===== config.mk =====
export PLATFORM = sky130hd
export DESIGN_NAME = wav_header_check_pcm16_to_u8
export DESIGN_NICKNAME = d
export VERILOG_FILES = /design/src/rtl/core/whc_pkg.sv /design/src/rtl/core/whc_cfg.sv /design/src/rtl/core/whc_conv.sv /design/src/rtl/core/whc_parse.sv /design/src/rtl/core/wav_header_check_pcm16_to_u8.sv
export VERILOG_INCLUDE_DIRS = /design/src /design/src/rtl/core
export SDC_FILE = /design/constraint.sdc
export NUM_CORES = 1
export LEC_CHECK = 0
export BUFFER_PORTS_ARGS = -buffer_cell sky130_fd_sc_hd__buf_4
export CELL_PAD_IN_SITES_DETAIL_PLACEMENT = 0
export CELL_PAD_IN_SITES_GLOBAL_PLACEMENT = 1
export CORE_MARGIN = 8
export CORE_UTILIZATION = 26
export DETAILED_ROUTE_END_ITERATION = 10
export PLACE_DENSITY = 0.48
export SYNTH_ARGS = -nofsm -noshare
export SYNTH_HDL_FRONTEND = slang
export SYNTH_HIERARCHICAL = 1
export SYNTH_SLANG_ARGS = --single-unit

===== constraint.sdc =====
create_clock -name aclk -period 11.1 [get_ports aclk]
set_input_delay 2.22 -clock aclk [delete_from_list [all_inputs] [get_ports aclk]]
set_output_delay 2.22 -clock aclk [all_outputs]
set_load 0.01 [all_outputs]

===== src/rtl/core/assert_macros.svh =====
// Assertion helpers shared by the RTL files.
`ifndef ASSERT_MACROS_SVH
`define ASSERT_MACROS_SVH

// A property checked at every rising clock edge outside reset.
`define ASSERT_CLK(label, clk, rstn, prop, msg) \
    label: assert property (@(posedge clk) disable iff (!(rstn)) (prop)) else $error(msg);

// An implication checked at every rising clock edge outside reset.
`define ASSERT_IMPL(label, clk, rstn, ante, cons, msg) \
    label: assert property (@(posedge clk) disable iff (!(rstn)) (ante) |-> (cons)) \
        else $error(msg);

// When the antecedent holds, the consequent must hold in the next cycle.
`define ASSERT_NEXT(label, clk, rstn, ante, cons, msg) \
    label: assert property (@(posedge clk) disable iff (!(rstn)) (ante) |=> (cons)) \
        else $error(msg);

`endif


===== src/rtl/core/whc_pkg.sv =====
package whc_pkg;

    // Chunk identifiers as they read from four little-endian bytes.
    localparam logic [31:0] ID_RIFF = 32'h4646_4952;
    localparam logic [31:0] ID_WAVE = 32'h4556_4157;
    localparam logic [31:0] ID_FMT  = 32'h2074_6D66;
    localparam logic [31:0] ID_DATA = 32'h6174_6164;

    localparam logic [15:0] BITS_REQUIRED = 16'd16;
    localparam logic [31:0] RIFF_EXTRA    = 32'd8;

    // Header byte positions at which a field is complete.
    localparam logic [5:0] POS_RIFF_END  = 6'd3;
    localparam logic [5:0] POS_LEN_END   = 6'd7;
    localparam logic [5:0] POS_WAVE_END  = 6'd11;
    localparam logic [5:0] POS_FMT_END   = 6'd15;
    localparam logic [5:0] POS_BITS_END  = 6'd35;
    localparam logic [5:0] POS_DID_END   = 6'd39;
    localparam logic [5:0] POS_HDR_END   = 6'd43;
    localparam logic [5:0] HEADER_BYTES  = 6'd44;

    // Configuration register map.
    localparam int unsigned CFG_ADDR_W = 3;
    localparam logic        REG_FILE_LENGTH = 1'b0;

    typedef enum logic [3:0] {
        ST_OK         = 4'd0,
        ST_TRUNC_HDR  = 4'd1,
        ST_BAD_RIFF   = 4'd2,
        ST_LEN_MISM   = 4'd3,
        ST_BAD_WAVE   = 4'd4,
        ST_BAD_FMT    = 4'd5,
        ST_NOT_16BIT  = 4'd6,
        ST_BAD_DATAID = 4'd7,
        ST_TRUNC_DATA = 4'd8
    } status_t;

    // Pending header error, the low bits of a status code; zero means none.
    localparam logic [2:0] PEND_NONE = 3'd0;

    typedef struct packed {
        logic [7:0] in_byte;
        logic       end_of_stream;
    } in_item_t;

    typedef struct packed {
        logic [7:0] sample_out;
        logic       sample_valid;
        status_t    status;
        logic       last_sample;
    } out_item_t;

    // What the parser hands to the result register for one item.
    typedef struct packed {
        logic      valid;
        out_item_t item;
    } parse_res_t;

endpackage


===== src/rtl/core/whc_cfg.sv =====
module whc_cfg (
    input  logic                            aclk,
    input  logic                            aresetn,
    input  logic                            psel,
    input  logic                            penable,
    input  logic                            pwrite,
    input  logic [whc_pkg::CFG_ADDR_W-1:0]  paddr,
    input  logic [31:0]                     pwdata,
    output logic [31:0]                     prdata,
    output logic                            pready,
    output logic [31:0]                     file_length
);

    logic [31:0] file_length_reg;
    logic        reg_sel;

    // Register index is the word address.
    assign reg_sel = paddr[2];

    // Register write on the access phase.
    always_ff @(posedge aclk) begin
        if (!aresetn) begin
            file_length_reg <= '0;
        end else if (psel && penable && pwrite && reg_sel == whc_pkg::REG_FILE_LENGTH) begin
            file_length_reg <= pwdata;
        end
    end

    // Read data; addresses beyond the map read as zero.
    always_comb begin
        prdata = '0;
        if (reg_sel == whc_pkg::REG_FILE_LENGTH) begin
            prdata = file_length_reg;
        end
    end

    assign pready      = 1'b1;
    assign file_length = file_length_reg;

endmodule


===== src/rtl/core/whc_conv.sv =====
module whc_conv (
    input  logic [15:0] sample_in,
    output logic [7:0]  sample_out
);

    localparam logic [16:0] FULL_SCALE = 17'h0FFFF;

    logic [23:0] prod;
    logic [7:0]  quot;
    logic [15:0] rem_lo;
    logic        adj;
    logic [7:0]  quot_fix;

    // Scale by 255 as a shift and subtract.
    assign prod = {sample_in, 8'h00} - {8'h00, sample_in};

    // Divide by 65535: take the top bits, then correct by one where the
    // remainder against 65535 (low bits plus quotient) reaches the divisor.
    assign quot     = prod[23:16];
    assign rem_lo   = prod[15:0];
    assign adj      = ({1'b0, rem_lo} + {9'b0, quot}) >= FULL_SCALE;
    assign quot_fix = quot + {7'b0, adj};

    // Adding 128 modulo 256 flips the top bit.
    assign sample_out = {~quot_fix[7], quot_fix[6:0]};

endmodule


===== src/rtl/core/whc_parse.sv =====
`include "assert_macros.svh"

module whc_parse (
    input  logic                aclk,
    input  logic                aresetn,
    input  logic                go,
    input  whc_pkg::in_item_t   item,
    input  logic [31:0]         file_length,
    output whc_pkg::parse_res_t res
);

    logic [5:0]  pos_reg,      pos_next;
    logic [31:0] shift_reg,    shift_next;
    logic [30:0] left_reg,     left_next;
    logic [7:0]  low_reg,      low_next;
    logic        phase_reg,    phase_next;
    logic        finished_reg, finished_next;
    logic [2:0]  pend_reg,     pend_next;

    logic [31:0] shift_cat;
    logic [2:0]  pend_new;
    logic [30:0] left_dec;
    logic [7:0]  conv_val;
    logic        chunk_end;

    assign shift_cat = {item.in_byte, shift_reg[31:8]};
    assign left_dec  = left_reg - 31'd1;
    assign chunk_end = (pos_reg == whc_pkg::POS_WAVE_END) ||
                       (pos_reg == whc_pkg::POS_BITS_END) ||
                       (pos_reg == whc_pkg::POS_HDR_END);

    whc_conv u_conv (
        .sample_in  ({item.in_byte, low_reg}),
        .sample_out (conv_val)
    );

    // Header checks, sample counting and result forming for one item.
    always_comb begin
        pos_next      = pos_reg;
        shift_next    = shift_reg;
        left_next     = left_reg;
        low_next      = low_reg;
        phase_next    = phase_reg;
        pend_next     = pend_reg;
        pend_new      = pend_reg;
        res           = '0;
        res.item.status = whc_pkg::ST_OK;

        if (go && !finished_reg) begin
            if (pos_reg < whc_pkg::HEADER_BYTES) begin
                shift_next = shift_cat;
                pos_next   = pos_reg + 6'd1;

                // Only the first failed check of the header is kept.
                if (pend_reg == whc_pkg::PEND_NONE) begin
                    priority if (pos_reg == whc_pkg::POS_RIFF_END &&
                                 shift_cat != whc_pkg::ID_RIFF) begin
                        pend_new = 3'(whc_pkg::ST_BAD_RIFF);
                    end else if (pos_reg == whc_pkg::POS_LEN_END &&
                                 shift_cat + whc_pkg::RIFF_EXTRA != file_length) begin
                        pend_new = 3'(whc_pkg::ST_LEN_MISM);
                    end else if (pos_reg == whc_pkg::POS_WAVE_END &&
                                 shift_cat != whc_pkg::ID_WAVE) begin
                        pend_new = 3'(whc_pkg::ST_BAD_WAVE);
                    end else if (pos_reg == whc_pkg::POS_FMT_END &&
                                 shift_cat != whc_pkg::ID_FMT) begin
                        pend_new = 3'(whc_pkg::ST_BAD_FMT);
                    end else if (pos_reg == whc_pkg::POS_BITS_END &&
                                 shift_cat[31:16] != whc_pkg::BITS_REQUIRED) begin
                        pend_new = 3'(whc_pkg::ST_NOT_16BIT);
                    end else if (pos_reg == whc_pkg::POS_DID_END &&
                                 shift_cat != whc_pkg::ID_DATA) begin
                        pend_new = 3'(whc_pkg::ST_BAD_DATAID);
                    end else if (pos_reg == whc_pkg::POS_HDR_END) begin
                        left_next = shift_cat[31:1];
                    end else begin
                        pend_new = pend_reg;
                    end
                end
                pend_next = pend_new;

                // A chunk with a failed check reports at its last byte.
                priority if (chunk_end && pend_new != whc_pkg::PEND_NONE) begin
                    res.valid            = 1'b1;
                    res.item.status      = whc_pkg::ST_OK == whc_pkg::ST_OK ?
                                           whc_pkg::status_t'({1'b0, pend_new}) :
                                           whc_pkg::ST_OK;
                    res.item.last_sample = 1'b1;
                end else if (pos_reg == whc_pkg::POS_HDR_END) begin
                    if (left_next == '0) begin
                        res.valid            = 1'b1;
                        res.item.last_sample = 1'b1;
                    end else if (item.end_of_stream) begin
                        res.valid            = 1'b1;
                        res.item.status      = whc_pkg::ST_TRUNC_DATA;
                        res.item.last_sample = 1'b1;
                    end
                end else if (item.end_of_stream) begin
                    res.valid            = 1'b1;
                    res.item.status      = whc_pkg::ST_TRUNC_HDR;
                    res.item.last_sample = 1'b1;
                end else begin
                    // An ordinary header byte gives no result.
                    res.valid = 1'b0;
                end
            end else if (!phase_reg) begin
                // Low byte of a sample.
                low_next   = item.in_byte;
                phase_next = 1'b1;
                if (item.end_of_stream) begin
                    res.valid            = 1'b1;
                    res.item.status      = whc_pkg::ST_TRUNC_DATA;
                    res.item.last_sample = 1'b1;
                end
            end else begin
                // High byte completes a sample.
                phase_next             = 1'b0;
                left_next              = left_dec;
                res.valid              = 1'b1;
                res.item.sample_out    = conv_val;
                res.item.sample_valid  = 1'b1;
                res.item.last_sample   = (left_dec == '0) || item.end_of_stream;
                if (left_dec != '0 && item.end_of_stream) begin
                    res.item.status = whc_pkg::ST_TRUNC_DATA;
                end
            end
        end

        finished_next = finished_reg || (res.valid && res.item.last_sample);
    end

    always_ff @(posedge aclk) begin
        if (!aresetn) begin
            pos_reg      <= '0;
            shift_reg    <= '0;
            left_reg     <= '0;
            low_reg      <= '0;
            phase_reg    <= 1'b0;
            finished_reg <= 1'b0;
            pend_reg     <= whc_pkg::PEND_NONE;
        end else begin
            pos_reg      <= pos_next;
            shift_reg    <= shift_next;
            left_reg     <= left_next;
            low_reg      <= low_next;
            phase_reg    <= phase_next;
            finished_reg <= finished_next;
            pend_reg     <= pend_next;
        end
    end

    // Once stopped, the parser stays stopped and forms no result.
    `ASSERT_NEXT(a_finished_sticky, aclk, aresetn, finished_reg, finished_reg,
                 "parser left the stopped state")
    `ASSERT_IMPL(a_no_res_when_done, aclk, aresetn, finished_reg, !res.valid,
                 "result formed after the final result")
    // The data phase toggles only once the whole header has been taken.
    `ASSERT_IMPL(a_phase_in_data, aclk, aresetn, phase_reg,
                 pos_reg == whc_pkg::HEADER_BYTES, "sample phase set inside the header")

endmodule


===== src/rtl/core/wav_header_check_pcm16_to_u8.sv =====
// Checks a WAV file taken one byte per item and converts its 16-bit samples to
// unsigned 8-bit. One item is accepted in every cycle while the result channel
// does not stall, and its result, if it has one, is offered on the result
// channel once the item has passed through the input register and the result
// register; the header checks and the sample conversion sit in the short logic
// between those two registers. A header byte or a sample's low byte normally
// gives no result; a sample's high byte gives the converted sample. Errors and
// early end of stream give a single result marked last, after which further
// items are accepted and dropped until reset. file_length should be written
// before the first byte.
`include "assert_macros.svh"

module wav_header_check_pcm16_to_u8 (
    input  logic                           aclk,
    input  logic                           aresetn,
    input  logic                           s_valid,
    output logic                           s_ready,
    input  whc_pkg::in_item_t              s_data,
    output logic                           m_valid,
    input  logic                           m_ready,
    output whc_pkg::out_item_t             m_data,
    input  logic                           psel,
    input  logic                           penable,
    input  logic                           pwrite,
    input  logic [whc_pkg::CFG_ADDR_W-1:0] paddr,
    input  logic [31:0]                    pwdata,
    output logic [31:0]                    prdata,
    output logic                           pready
);

    logic                in_vld_reg;
    whc_pkg::in_item_t   in_data_reg;
    logic                out_vld_reg;
    whc_pkg::out_item_t  out_data_reg;
    logic                advance;
    logic [31:0]         file_length;
    whc_pkg::parse_res_t res;

    whc_cfg u_cfg (
        .aclk        (aclk),
        .aresetn     (aresetn),
        .psel        (psel),
        .penable     (penable),
        .pwrite      (pwrite),
        .paddr       (paddr),
        .pwdata      (pwdata),
        .prdata      (prdata),
        .pready      (pready),
        .file_length (file_length)
    );

    // The buffered item moves on when the result register can take a result.
    assign advance = in_vld_reg && (!out_vld_reg || m_ready);
    assign s_ready = !in_vld_reg || advance;

    always_ff @(posedge aclk) begin
        if (!aresetn) begin
            in_vld_reg <= 1'b0;
        end else if (s_ready) begin
            in_vld_reg <= s_valid;
        end
    end

    always_ff @(posedge aclk) begin
        if (s_valid && s_ready) begin
            in_data_reg <= s_data;
        end
    end

    whc_parse u_parse (
        .aclk        (aclk),
        .aresetn     (aresetn),
        .go          (advance),
        .item        (in_data_reg),
        .file_length (file_length),
        .res         (res)
    );

    // Result register.
    always_ff @(posedge aclk) begin
        if (!aresetn) begin
            out_vld_reg <= 1'b0;
        end else if (advance) begin
            out_vld_reg <= res.valid;
        end else if (m_ready) begin
            out_vld_reg <= 1'b0;
        end
    end

    always_ff @(posedge aclk) begin
        if (advance && res.valid) begin
            out_data_reg <= res.item;
        end
    end

    assign m_valid = out_vld_reg;
    assign m_data  = out_data_reg;

    // Nothing follows the final result, and an empty sample field reads zero.
    `ASSERT_NEXT(a_quiet_after_last, aclk, aresetn,
                 m_valid && m_ready && m_data.last_sample, !m_valid,
                 "result after the final result")
    `ASSERT_IMPL(a_error_is_last, aclk, aresetn,
                 m_valid && m_data.status != whc_pkg::ST_OK, m_data.last_sample,
                 "error status on a result not marked last")
    `ASSERT_IMPL(a_empty_sample_zero, aclk, aresetn,
                 m_valid && !m_data.sample_valid, m_data.sample_out == 8'd0,
                 "sample field set without a sample")

endmodule

### Word level (Yosys, flattened, before mapping)

Index checks and enable logic that the tools add are counted.

| storage, ports and cells | value |
|---|---|
| output and inout port bits | 49 |
| register bits | 139 |
| input bits | 51 |
| word-level logic and storage cells | 123 |

| cells by class | value |
|---|---|
| muxes and demuxes | 43 |
| $lt $le $gt $ge | 2 |
| bitwise gates (word level) | 5 |
| equality and inequality tests | 13 |
| add/sub/neg operators | 6 |
| reduce and logical (&&, ||, !) cells | 38 |

Operators by type and width:

| cell | count |
|---|---|
| 31-bit two-way mux | 12 |
| 32-bit by 31-bit != test with 1-bit output (second input constant) | 3 |
| 31-bit logical NOT | 2 |
| 32-bit by 4-bit adder with 32-bit output (second input constant) | 1 |
| 32-bit two-way mux | 1 |
| 32-bit by 30-bit != test with 1-bit output (second input constant) | 1 |
| 32-bit != test | 1 |
| 31-bit nonzero test | 1 |
| 31-bit by 1-bit subtractor with 31-bit output (second input constant) | 1 |
| 3-bit two-way mux | 9 |
| 5-bit two-way mux | 5 |
| 24-bit by 16-bit subtractor with 24-bit output | 1 |
| 6-bit == test (second input constant) | 3 |
| 9-bit two-way mux | 2 |
| 16-bit by 8-bit adder with 17-bit output | 1 |
| 17-bit by 16-bit >= comparator with 1-bit output (second input constant) | 1 |
| 1-bit logical AND | 16 |
| 16-bit by 5-bit != test with 1-bit output (second input constant) | 1 |
| 15-bit two-way mux | 1 |
| 6-bit by 4-bit == test with 1-bit output (second input constant) | 2 |
| 1-bit two-way mux | 10 |
| 8-bit by 1-bit adder with 8-bit output | 1 |
| 4-bit two-way mux | 2 |
| 6-bit by 1-bit adder with 6-bit output (second input constant) | 1 |
| 14 further kinds | 28 |

### Logic depth before layout (Yosys ltp)

Gate-level depths: netlist of run 1.

| depth | value |
|---|---|
| word-level depth | 19 |
| mapped depth | 30 |
| depth with buffers taken out | 29 |

### Modules after synthesis

Netlist of run 1, hierarchy kept.

Modules (own cells, without submodules):

| module | cells each | seq. area each (um^2) | area an instance (um^2) | times used |
|---|---|---|---|---|
| whc_parse | 797 | 1481.4 | 5636.7 | 1 |
| whc_conv | 247 | 0.0 | 1661.6 | 1 |
| whc_cfg | 177 | 640.6 | 1537.7 | 1 |
| wav_header_check_pcm16_to_u8 | 36 | 730.7 | 803.3 | 1 |

### Least setup slack after synthesis of run 1

OpenSTA, ideal clock, no wires.

| timing | value |
|---|---|
| kind | reg2reg |
| from | reg in_data_reg[2] in the netlist's numbering |
| to | reg out_data_reg, in the netlist m_data[13] (data pin) |
| clock period less this slack | 6195 ps |
| stages on the path, launching flop included | 31 |
| required time | 10845 ps |
| setup time | 255 ps |
| arrival time | 5940 ps |
| buffers on the path | 1 |
| slack | 4905 ps |
| cell sequence | edfxtp_1 inv_1 ha_1 clkbuf_1 a21o_1 a41oi_1 o21ai_0 a21o_1 a21o_1 a41oi_1 o21ai_0 xnor2_1 inv_1 ha_1 and2_1 o21ai_0 nor2b_1 o21a_1 nor3_1 a31oi_1 nand4_1 or4_1 or3_1 o31ai_2 ha_1 nand2_1 nor4_1 nand2_1 nor2_1 xnor2_1 and2_1 |

| between the ends | value |
|---|---|
| longest elaborated chain between the ends | 5 |

RTL lines:

| item | line | source |
|---|---|---|
| from (decl) | wav_header_check_pcm16_to_u8.sv:32 | `whc_pkg::in_item_t in_data_reg;` |
| from (signal assigned) | wav_header_check_pcm16_to_u8.sv:66 | `in_data_reg <= s_data;` |
| 24-bit by 16-bit subtractor with 24-bit output (*) | whc_conv.sv:15 | `assign prod = {sample_in, 8'h00} - {8'h00, sample_in};` |
| 16-bit by 8-bit adder with 17-bit output | whc_conv.sv:21 | `assign adj = ({1'b0, rem_lo} + {9'b0, quot}) >= FULL_SCALE;` |
| 17-bit by 16-bit >= comparator with 1-bit output | whc_conv.sv:21 |  |
| 8-bit by 1-bit adder with 8-bit output (*) | whc_conv.sv:22 | `assign quot_fix = quot + {7'b0, adj};` |
| 1-bit inverter (*) | whc_conv.sv:25 | `assign sample_out = {~quot_fix[7], quot_fix[6:0]};` |
| net u_parse.conv_val[7] | whc_parse.sv:23 | `logic [7:0] conv_val;` |
| to (signal assigned) | wav_header_check_pcm16_to_u8.sv:92 | `out_data_reg <= res.item;` |
| to (decl) | wav_header_check_pcm16_to_u8.sv:34 | `whc_pkg::out_item_t out_data_reg;` |

The timed path passes the listed nets; every way through them passes the cells marked *.
A chain may end at the register's enable or synchronous reset.

### Worst setup path after layout of run 1

| timing | value |
|---|---|
| from | reg in_data_reg[1] in the netlist's numbering |
| to | reg out_data_reg, in the netlist m_data[13] (data pin) |

The elaborated chain is that of the path after synthesis.

==> results.tsv, run 1 <==
stage	metric	value	unit
status	status	finished clean	
routing	Starting DRT DRC Count	519	
layout	max reg flops	32	
power_and_ir_drop	peak supply drop	0.000108	V
hold_path	HP Class	flop to flop	
grt	largest net degree at the start of global routing	61	
floorplanning	die width	209	µm
layout	layout cell share with drive strength beyond 1	12.7	%
routing	DR vias/cell	5.25	
power_and_ir_drop	Power Total	1.29	mW
timing	final hold slack	0.482	ns
cts	clk slew on worst S/H paths	0.06	ns
timing	RSZ-0062 raised after global routing	no	
critical_path	crit end category	flop	
synthesis	post-synth top area share	22.4	%
synthesis	top cells by area, synth	dfxtp_1 (22%), nand2_1 (7.6%), edfxtp_1 (7.2%)	
grt	first-pass GRT wire length	55000	µm
timing	Hold Fails Final Rpt	0	
floorplanning	Core Footprint	36500	µm²
synthesis	synthesized cell area	9640	µm²
synthesis	synthesized flop and latch total	131	
critical_path	CP startpoint kind	flop	
power_and_ir_drop	Pwr Density	114	nW/µm²
grt	initial antenna violation count	0	
cts	clock latency on the worst-skew pair	0.43	ns
timing	clk_skew	0.0116	ns
run	maxcap violations	0	
floorplanning	Chip Height	209	µm
grt	vias in the first global route	9040	
timing	min cycle time layout	7.36	ns
routing	DRC errors left	0	
cts	post-CTS sizing	0	
floorplanning	Initial Util	26.4	%
cts	CTS tree	built	
synthesis	ys flop type	dfxtp_1	
timing	Slew HR	29.0	%
synthesis	syn_nets	1329	
synthesis	Avg Cell Area, Syn	7.67	µm²
critical_path	Crit Reg-Reg Endpoint	m_data[13]$_DFFE_PP_	
timing	Fmax	136	MHz
routing	via count	9317	
synthesis	asr flop ratio synth	0	%
timing	Worst Tran Pin Value	1.06	ns
place	Buffers on Ports	96	
critical_path	most used cell, CP	ha_1	
critical_path	Max stage delay on crit path	0.51	ns
place	post-DP HPWL	25100	µm
floorplanning	FP Rows	70	
synthesis	Cell variety after synth	89	
place	gp weighted congestion	0.795	
critical_path	reg2reg setup slack	3.74	ns
floorplanning	IO Pins	100	
critical_path	worst setup path category	flop to flop	
timing	max-slew violation count	0	
cts	total CTS buffers	17	
synthesis	EDFF count, synth	23	
synthesis	Ys Warns	6	
grt	grt total ovfl	0	
synthesis	cell taking the most area after synthesis	dfxtp_1	
cts	H-tree levels	4	
routing	drt first pass iters	5	
critical_path	slowest cell on the critical path	or4b_1	
power_and_ir_drop	P_leak	4.10	nW
timing	Setup violations, final	0	
synthesis	most common library cells after synthesis	nand2_1 (196), dfxtp_1 (108), nor2_1 (90)	
timing	final period utilization	66.3	%
critical_path	Req. time, crit path	11.29	ns
critical_path	Critical Path Fanout Max	17	
timing	Final TNS setup	0	ns
layout	Area Overhead vs Synth	16.9	%
layout	Core Util, Final	30.9	%
hold_path	hold path depth	2	
hold_path	Hold Path Origin	u_cfg/file_length[10]$_SDFFE_PN0P_	
critical_path	worst endpoint data arrival time	7.55	ns
cts	postcts setup bufs	0	
cts	Root Buffer Master	clkbuf_16	
floorplanning	die area	43500	µm²
synthesis	register area share after synthesis	29.6	%
layout	ant diodes	0	
routing	drt wl/cell	19.9	µm
critical_path	launch point of the worst path	in_data_reg[1]$_DFFE_PP_	
synthesis	most numerous cell in the Yosys netlist	nand2_1	
grt	gr usage total	16.0	%
cts	clk sinks	131	
critical_path	FF-to-FF path depth	27	
routing	antenna viol nets, final	0	
critical_path	worst reg2reg path startpoint	in_data_reg[1]$_DFFE_PP_	
layout	fin nets	1364	
routing	WL final	35300	µm
cts	Clock Path Buffers	2	
synthesis	synthesized instance count	1257	
hold_path	worst hold endpoint	u_cfg/file_length[10]$_SDFFE_PN0P_	
cts	Post-CTS Hold Fix Bufs	0	
-- cell type report --
class	instances	area, µm²
Tap cell	468	586
Timing Repair Buffer	111	833
Clock inverter	13	205
Clock buffer	19	454
Inverter	31	116
Multi-Input combinational cell	1000	6220
Sequential cell	131	2850
Fill cell	3908	25300
-- layer usage --
layer,up-vias,GRT usage (%),routed length [µm]
met1,4435,21.4,17100
met4,0,4.86,611
met3,32,3.10,1520
li1,4638,-,-
met5,-,0,0
met2,212,25.9,16100
-- stage by stage --
step	cell area (µm²)	std cells	setup WS, ns
floorplan	9640	1257	4.91
global placement	10600	1741	3.73
detailed placement	10600	1741	3.81
CTS	11300	1773	3.77
global route	11300	1773	3.30
finish	11300	1773	3.74
-- cells in the final DEF (no fill, tap or decap), types with 5 or more instances in the layout --
master and count:
nand2b_1 9, nand3b_1 5, a22oi_1 6, o21ai_0 57
a211oi_1 12, nand3_1 28, clkbuf_16 18, mux2i_1 52
edfxtp_1 23, o22ai_1 11, nand4_1 26, o31ai_1 8
or3_1 13, or4_1 19, bufinv_16 5, a31oi_1 9
nor2_1 89, o21a_1 13, nand4b_1 5, ha_1 21
buf_4 111, xor2_1 34, a21o_1 7, o21ai_1 5
nor4_1 31, and2_1 15, nor2b_1 37, nand2_1 196
xnor2_1 46, a21oi_1 81, a2111oi_0 8, o221ai_1 14
nor3_1 53, dfxtp_1 108, inv_1 30
-- critical path, delay by kind of cell (launching register included) --
family	cells	cell delay, ns
and+or+nand+nor	11	2.74
AOI/OAI and AO/OA	9	2.21
adders and majority gates	3	1.03
buffers and inverters	2	0.44
xor gates and xnor gates	2	0.36
DFF	1	0.32
-- report_power, final --
group	leakage (nW)	internal, mW	switching (mW)
registers	1.07	0.491	0.0195
clock network	0.316	0.412	0.230
logic	2.72	0.0539	0.0815
total	4.10	0.957	0.331
-- worst max path at each step --
| stage | end | cells past startpoint |
|---|---|---|
| final | m_data[13]$_DFFE_PP_ | 27 |
| after global routing | m_data[13]$_DFFE_PP_ | 29 |
| after CTS | m_data[13]$_DFFE_PP_ | 27 |
| after detailed placement | m_data[13]$_DFFE_PP_ | 27 |
| after global placement | m_data[13]$_DFFE_PP_ | 27 |
| after floorplan | m_data[13]$_DFFE_PP_ | 30 |
-- logic make-up after synthesis --
logic type,count (synthesis),share of synthesized area (%)
fa+ha+maj,22,2.83
flops,131,29.6
mux,52,5.40
other cells,1,0.0389
compound gates,280,19.0
xor+xnor,80,7.27
simple gates,565,30.0
buf+inv,126,5.87
Note: power is estimated with default switching activity, not from simulation.
==> inputs of run 2 (changes only) <==
Clock period 11.1 ns to 7.7 ns, I/O delays scaled along.
==> run 2 against run 1 <==
  * Maximum frequency up 4.9%
  * Critical endpoint unchanged
  * Register-to-register slack got worse by 3.1 ns
  * Combinational power grew 50%
  * Non-clock buffer count grew 5
  * Design area increased by 1.0%
  * Setup slack got worse by 3.1 ns
  * First-iteration DRC count is 3.1% higher
==> results.tsv, run 2 (same netlist as run 1, synthesis figures left out) <==
stage	metric	value	unit	change
cts	post-CTS sizing	0		unchanged
critical_path	slowest cell on the critical path	or4_1		
timing	post-route setup slack	0.686	ns	-3.06 ns
layout	Area Overhead vs Synth	18.1	%	
critical_path	Critical Path Fanout Max	7		-10
routing	via count	9301		-0.17%
hold_path	HP Class	flop to flop		
cts	CTS tree	built		
place	placed cell area	10700	µm²	+0.38%
critical_path	CP startpoint kind	flop		
timing	Hold Fails Final Rpt	0		unchanged
layout	max reg flops	32		unchanged
timing	RSZ-0062 raised after global routing	no		
floorplanning	FP Rows	70		unchanged
critical_path	Max stage delay on crit path	0.50	ns	about the same
status	status	finished clean		
place	Cells after DPL	1746		+0.29%
floorplanning	Initial Util	26.4	%	unchanged
cts	total CTS buffers	17		unchanged
timing	Fmax	143	MHz	+4.9%
cts	clk sinks	131		unchanged
grt	vias in the first global route	9073		+0.37%
critical_path	Crit Reg-Reg Endpoint	m_data[13]$_DFFE_PP_		
power_and_ir_drop	Power Total	1.98	mW	+54%
layout	Core Util, Final	31.2	%	+0.32 points
hold_path	hold path depth	2		unchanged
layout	fin cells	1778		+0.28%
power_and_ir_drop	peak supply drop	0.000148	V	+37%
routing	WL final	35700	µm	+0.90%
cts	clk slew on worst S/H paths	0.06	ns	about the same
hold_path	worst hold endpoint	u_parse/pos_reg[1]$_SDFFE_PN0P_		
routing	antenna viol nets, final	0		unchanged
timing	min cycle time layout	7.01	ns	-0.344 ns
critical_path	FF-to-FF path depth	30		+11%
routing	drt wl/cell	20.1	µm	+0.62%
critical_path	Req. time, crit path	7.90	ns	-3.39 ns
timing	clk_skew	0.00863	ns	-0.00292 ns
cts	Root Buffer Master	clkbuf_16		
run	maxcap violations	0		unchanged
timing	Setup violations, final	0		unchanged
place	pre-CTS setup slack	0.704	ns	-3.11 ns
critical_path	worst setup path category	flop to flop		
timing	max-slew violation count	0		unchanged
floorplanning	IO Pins	100		unchanged
timing	final hold slack	0.482	ns	+0.000131 ns
grt	largest net degree at the start of global routing	90		+48%
critical_path	reg2reg setup slack	0.69	ns	-3.06 ns
floorplanning	die width	209	µm	unchanged
routing	DR vias/cell	5.23		-0.45%
floorplanning	Chip Height	209	µm	unchanged
routing	DRC errors left	0		unchanged
place	gp weighted congestion	0.789		-0.77%
layout	commonest non-fill, non-tap cell in the layout	nand2_1		
layout	layout cell share with drive strength beyond 1	13.1	%	+0.41 points
cts	Post-CTS Hold Fix Bufs	0		unchanged
layout	most frequent cells in the layout	nand2_1 (195), buf_4 (116), dfxtp_1 (108), nor2_1 (89), a21oi_1 (81)		
timing	Final TNS setup	0	ns	unchanged
critical_path	worst reg2reg path startpoint	in_data_reg[2]$_DFFE_PP_		
layout	fin nets	1369		+0.37%
timing	Slew HR	28.1	%	-0.84 points
cts	clock latency on the worst-skew pair	0.44	ns	about the same
floorplanning	Core Footprint	36500	µm²	unchanged
timing	Worst Tran Pin Value	1.07	ns	+0.0125 ns
routing	Starting DRT DRC Count	535		+3.1%
power_and_ir_drop	P_leak	4.17	nW	+1.6%
power_and_ir_drop	Pwr Density	174	nW/µm²	+52%
grt	first-pass GRT wire length	55300	µm	+0.56%
cts	Clock Path Buffers	2		unchanged
hold_path	Hold Path Origin	u_parse/pos_reg[1]$_SDFFE_PN0P_		
grt	grt total ovfl	0		unchanged
critical_path	crit end category	flop		
cts	postcts setup bufs	0		unchanged
place	post-DP HPWL	25300	µm	+0.77%
layout	Final Cell Area	11400	µm²	+1.0%
grt	gr usage total	16.1	%	+0.093 points
layout	ant diodes	0		unchanged
cts	H-tree levels	4		unchanged
grt	initial antenna violation count	0		unchanged
routing	drt first pass iters	7		+2
floorplanning	die area	43500	µm²	unchanged
place	Buffers on Ports	96		unchanged
critical_path	worst endpoint data arrival time	7.21	ns	-0.34 ns
timing	final period utilization	91.1	%	+25 points
==> run 2: cell types whose count changed in the layout (fill, tap and decap cells not counted) <==
cell,previous run,this run
buf_4,111,116
bufinv_16,5,9
clkinvlp_4,2,0
clkbuf_16,18,17
clkinv_2,2,1
nand2_1,196,195
nand2_2,0,1
==> run 2: cell type report <==
class,instances,area [µm²]
clock buffer,18,429
clock inverter,14,305
tap,468,586
multi-input combinational,1000,6230
fill,3937,25100
inverter,31,116
sequential,131,2850
timing repair buffer,116,871
==> run 2: layer usage <==
| metal | share of wire [%] | track usage, % | routed length [µm] |
|---|---|---|---|
| met5 | 0 | 0 | 0 |
| met4 | 1.0 | 3.50 | 366 |
| met1 | 49 | 21.8 | 17400 |
| met2 | 46 | 26.1 | 16300 |
| met3 | 4.3 | 3.29 | 1540 |
==> run 2: worst max-delay path, delay by kind of cell (launching register included) <==
kind | cells | cell delay, ns
adder cells (fa/ha/maj) | 3 | 1.01
buffers and inverters | 3 | 0.44
AO/OA/AOI/OAI | 11 | 2.08
flip-flops | 1 | 0.39
AND/OR/NAND/NOR | 11 | 2.34
XOR/XNOR | 2 | 0.52
==> run 2: power by group <==
part           switching [mW]  internal [mW]  total [mW]
Sequential             0.0229          0.708       0.731
Clock                   0.342          0.706        1.05
Combinational           0.124         0.0794       0.203
Total                   0.488           1.49        1.98
==> run 2: worst max path at each step <==
stage / startpoint / to / slack, ns
after floorplan: in_data_reg[2]$_DFFE_PP_ / m_data[13]$_DFFE_PP_ / 1.51
after global placement: in_data_reg[2]$_DFFE_PP_ / m_data[13]$_DFFE_PP_ / 0.70
after detailed placement: in_data_reg[2]$_DFFE_PP_ / m_data[13]$_DFFE_PP_ / 0.70
after CTS: in_data_reg[2]$_DFFE_PP_ / m_data[13]$_DFFE_PP_ / 0.70
after global routing: in_data_reg[2]$_DFFE_PP_ / m_data[13]$_DFFE_PP_ / 0.19
final: in_data_reg[2]$_DFFE_PP_ / m_data[13]$_DFFE_PP_ / 0.69
==> inputs of run 3 (changes only) <==
Clock period 7.7 ns to 7.3 ns, I/O delays scaled along.
==> run 3 against run 2 <==
  * Wire length up 0.64%
  * Clock-buffer cell count up 1
  * Register-to-register slack worse by 0.11 ns
  * First-iteration DRC count down 11%
  * Core utilization down 0.072 points
  * Clock skew up 0.0071 ns
  * Maximum frequency up 4.3%
  * Critical path depth down 4
  * Hold slack worse by 0.0035 ns
  * Setup slack worse by 0.11 ns
  * Via count down 0.12%
  * Critical endpoint unchanged
==> results.tsv, run 3 (same netlist as run 1, synthesis figures left out) <==
stage	metric	value	unit	change
cts	clk slew on worst S/H paths	0.06	ns	about the same
cts	Root Buffer Master	clkbuf_16		
timing	clk_skew	0.0158	ns	+0.00713 ns
timing	Hold Fails Final Rpt	0		unchanged
layout	layout cell share with drive strength beyond 1	13.5	%	+0.35 points
timing	Setup violations, final	0		unchanged
layout	fin nets	1372		+0.22%
cts	clk sinks	131		unchanged
routing	WL final	35900	µm	+0.64%
hold_path	Hold Path Origin	u_parse/pos_reg[1]$_SDFFE_PN0P_		
timing	Worst Tran Pin Value	1.10	ns	+0.0249 ns
layout	fin cells	1781		+0.17%
cts	total CTS buffers	17		unchanged
critical_path	Crit Reg-Reg Endpoint	m_data[13]$_DFFE_PP_		
floorplanning	Chip Height	209	µm	unchanged
critical_path	Critical Path Fanout Max	7		unchanged
grt	grt total ovfl	0		unchanged
floorplanning	IO Pins	100		unchanged
hold_path	hold path depth	2		unchanged
place	Cells after DPL	1749		+0.17%
critical_path	crit end category	flop		
hold_path	HP Class	flop to flop		
place	Buffers on Ports	96		unchanged
layout	commonest non-fill, non-tap cell in the layout	nand2_1		
routing	DRC errors left	0		unchanged
power_and_ir_drop	peak supply drop	0.000154	V	+3.9%
layout	ant diodes	0		unchanged
critical_path	most used cell, CP	ha_1		
routing	DR vias/cell	5.22		-0.29%
layout	most frequent cells in the layout	nand2_1 (195), buf_4 (119), dfxtp_1 (108), nor2_1 (89), a21oi_1 (81)		
power_and_ir_drop	Pwr Density	175	nW/µm²	+0.50%
hold_path	worst hold endpoint	u_parse/pos_reg[1]$_SDFFE_PN0P_		
timing	max-slew violation count	0		unchanged
critical_path	reg2reg setup slack	0.57	ns	-0.11 ns
timing	RSZ-0062 raised after global routing	no		
routing	antenna viol nets, final	0		unchanged
critical_path	FF-to-FF path depth	26		-13%
cts	clock latency on the worst-skew pair	0.44	ns	about the same
cts	CTS tree	built		
timing	Fmax	149	MHz	+4.3%
grt	gr usage total	16.2	%	+0.043 points
critical_path	worst reg2reg path startpoint	in_data_reg[1]$_DFFE_PP_		
grt	largest net degree at the start of global routing	77		-14%
critical_path	worst endpoint data arrival time	6.92	ns	-0.29 ns
timing	Final TNS setup	0	ns	unchanged
cts	postcts setup bufs	0		unchanged
cts	Clock Path Buffers	2		unchanged
routing	drt first pass iters	5		-2
place	post-DP HPWL	25500	µm	+0.85%
critical_path	Max stage delay on crit path	0.51	ns	about the same
routing	Starting DRT DRC Count	475		-11%
timing	Slew HR	26.5	%	-1.7 points
place	gp weighted congestion	0.801		+1.4%
power_and_ir_drop	P_leak	4.16	nW	-0.19%
layout	Area Overhead vs Synth	17.9	%	
floorplanning	FP Rows	70		unchanged
grt	first-pass GRT wire length	55500	µm	+0.37%
critical_path	CP startpoint kind	flop		
routing	via count	9290		-0.12%
grt	initial antenna violation count	0		unchanged
floorplanning	Core Footprint	36500	µm²	unchanged
cts	H-tree levels	4		unchanged
run	maxcap violations	0		unchanged
status	status	finished clean		
floorplanning	die width	209	µm	unchanged
critical_path	worst setup path category	flop to flop		
floorplanning	Initial Util	26.4	%	unchanged
critical_path	Req. time, crit path	7.49	ns	-0.41 ns
timing	min cycle time layout	6.73	ns	-0.287 ns
timing	final period utilization	92.1	%	+1.1 points
grt	vias in the first global route	9147		+0.82%
critical_path	slowest cell on the critical path	or4_1		
floorplanning	die area	43500	µm²	unchanged
routing	drt wl/cell	20.2	µm	+0.47%
layout	max reg flops	32		unchanged
==> run 3: where the power goes <==
part | internal (mW) | switching [mW] | total (mW)
clock network | 0.641 | 0.358 | 0.999
registers | 0.747 | 0.0245 | 0.772
logic | 0.0843 | 0.132 | 0.217
total | 1.47 | 0.515 | 1.99
==> run 3: layer usage <==
| metal | global-route usage [%] | vias up | routed length (µm) |
|---|---|---|---|
| li1 | - | 4633 | - |
| met4 | 5.18 | 0 | 721 |
| met5 | 0 | - | 0 |
| met2 | 25.8 | 211 | 16000 |
| met1 | 21.7 | 4409 | 17600 |
| met3 | 2.95 | 37 | 1500 |
==> run 3: worst max-delay path, delay by kind of cell, from the launching register on <==
family                     cells  cell delay (ns)
buffers and inverters          1             0.09
DFF                            1             0.36
xor gates and xnor gates       2             0.34
and+or+nand+nor               11             2.50
AOI/OAI and AO/OA              9             2.14
adders and majority gates      3             1.00
==> run 3: layout make-up <==
type                            count  area [µm²]
Clock inverter                     13         231
Inverter                           31         116
Sequential cell                   131        2850
Timing Repair Buffer              119         893
Tap cell                          468         586
Multi-Input combinational cell   1000        6250
Clock buffer                       19         433
Fill cell                        3919       25200
==> run 3: what timing repair did <==
item                       4_1_cts  5_1_grt
hold buffers                     0        0
setup endpoints to repair        0        3
gates resized for setup          0        3
==> run 3: worst max-delay path by stage <==
| stage | end | start | cells past startpoint |
|---|---|---|---|
| after floorplan | m_data[13]$_DFFE_PP_ | in_data_reg[2]$_DFFE_PP_ | 30 |
| after global placement | m_data[13]$_DFFE_PP_ | u_parse/low_reg[0]$_SDFFE_PN0P_ | 30 |
| after detailed placement | m_data[13]$_DFFE_PP_ | u_parse/low_reg[0]$_SDFFE_PN0P_ | 30 |
| after CTS | m_data[13]$_DFFE_PP_ | u_parse/low_reg[0]$_SDFFE_PN0P_ | 30 |
| after global routing | m_data[13]$_DFFE_PP_ | in_data_reg[2]$_DFFE_PP_ | 30 |
| final | m_data[13]$_DFFE_PP_ | in_data_reg[1]$_DFFE_PP_ | 26 |
==> run 3: metrics by stage <==
stage	hold slack (ns)	power (mW)	setup slack, ns	cell area (µm²)	util [%]
final	0.479	1.99	0.574	11400	31.1
after global placement	0.464	1.01	0.534	10700	29.2
after detailed placement	0.472	1.00	0.429	10700	29.2
after global routing	0.500	2.07	0.0315	11400	31.1
after CTS	0.481	2.02	0.406	11300	31.0
after floorplan	0.452	0.917	1.11	9640	-
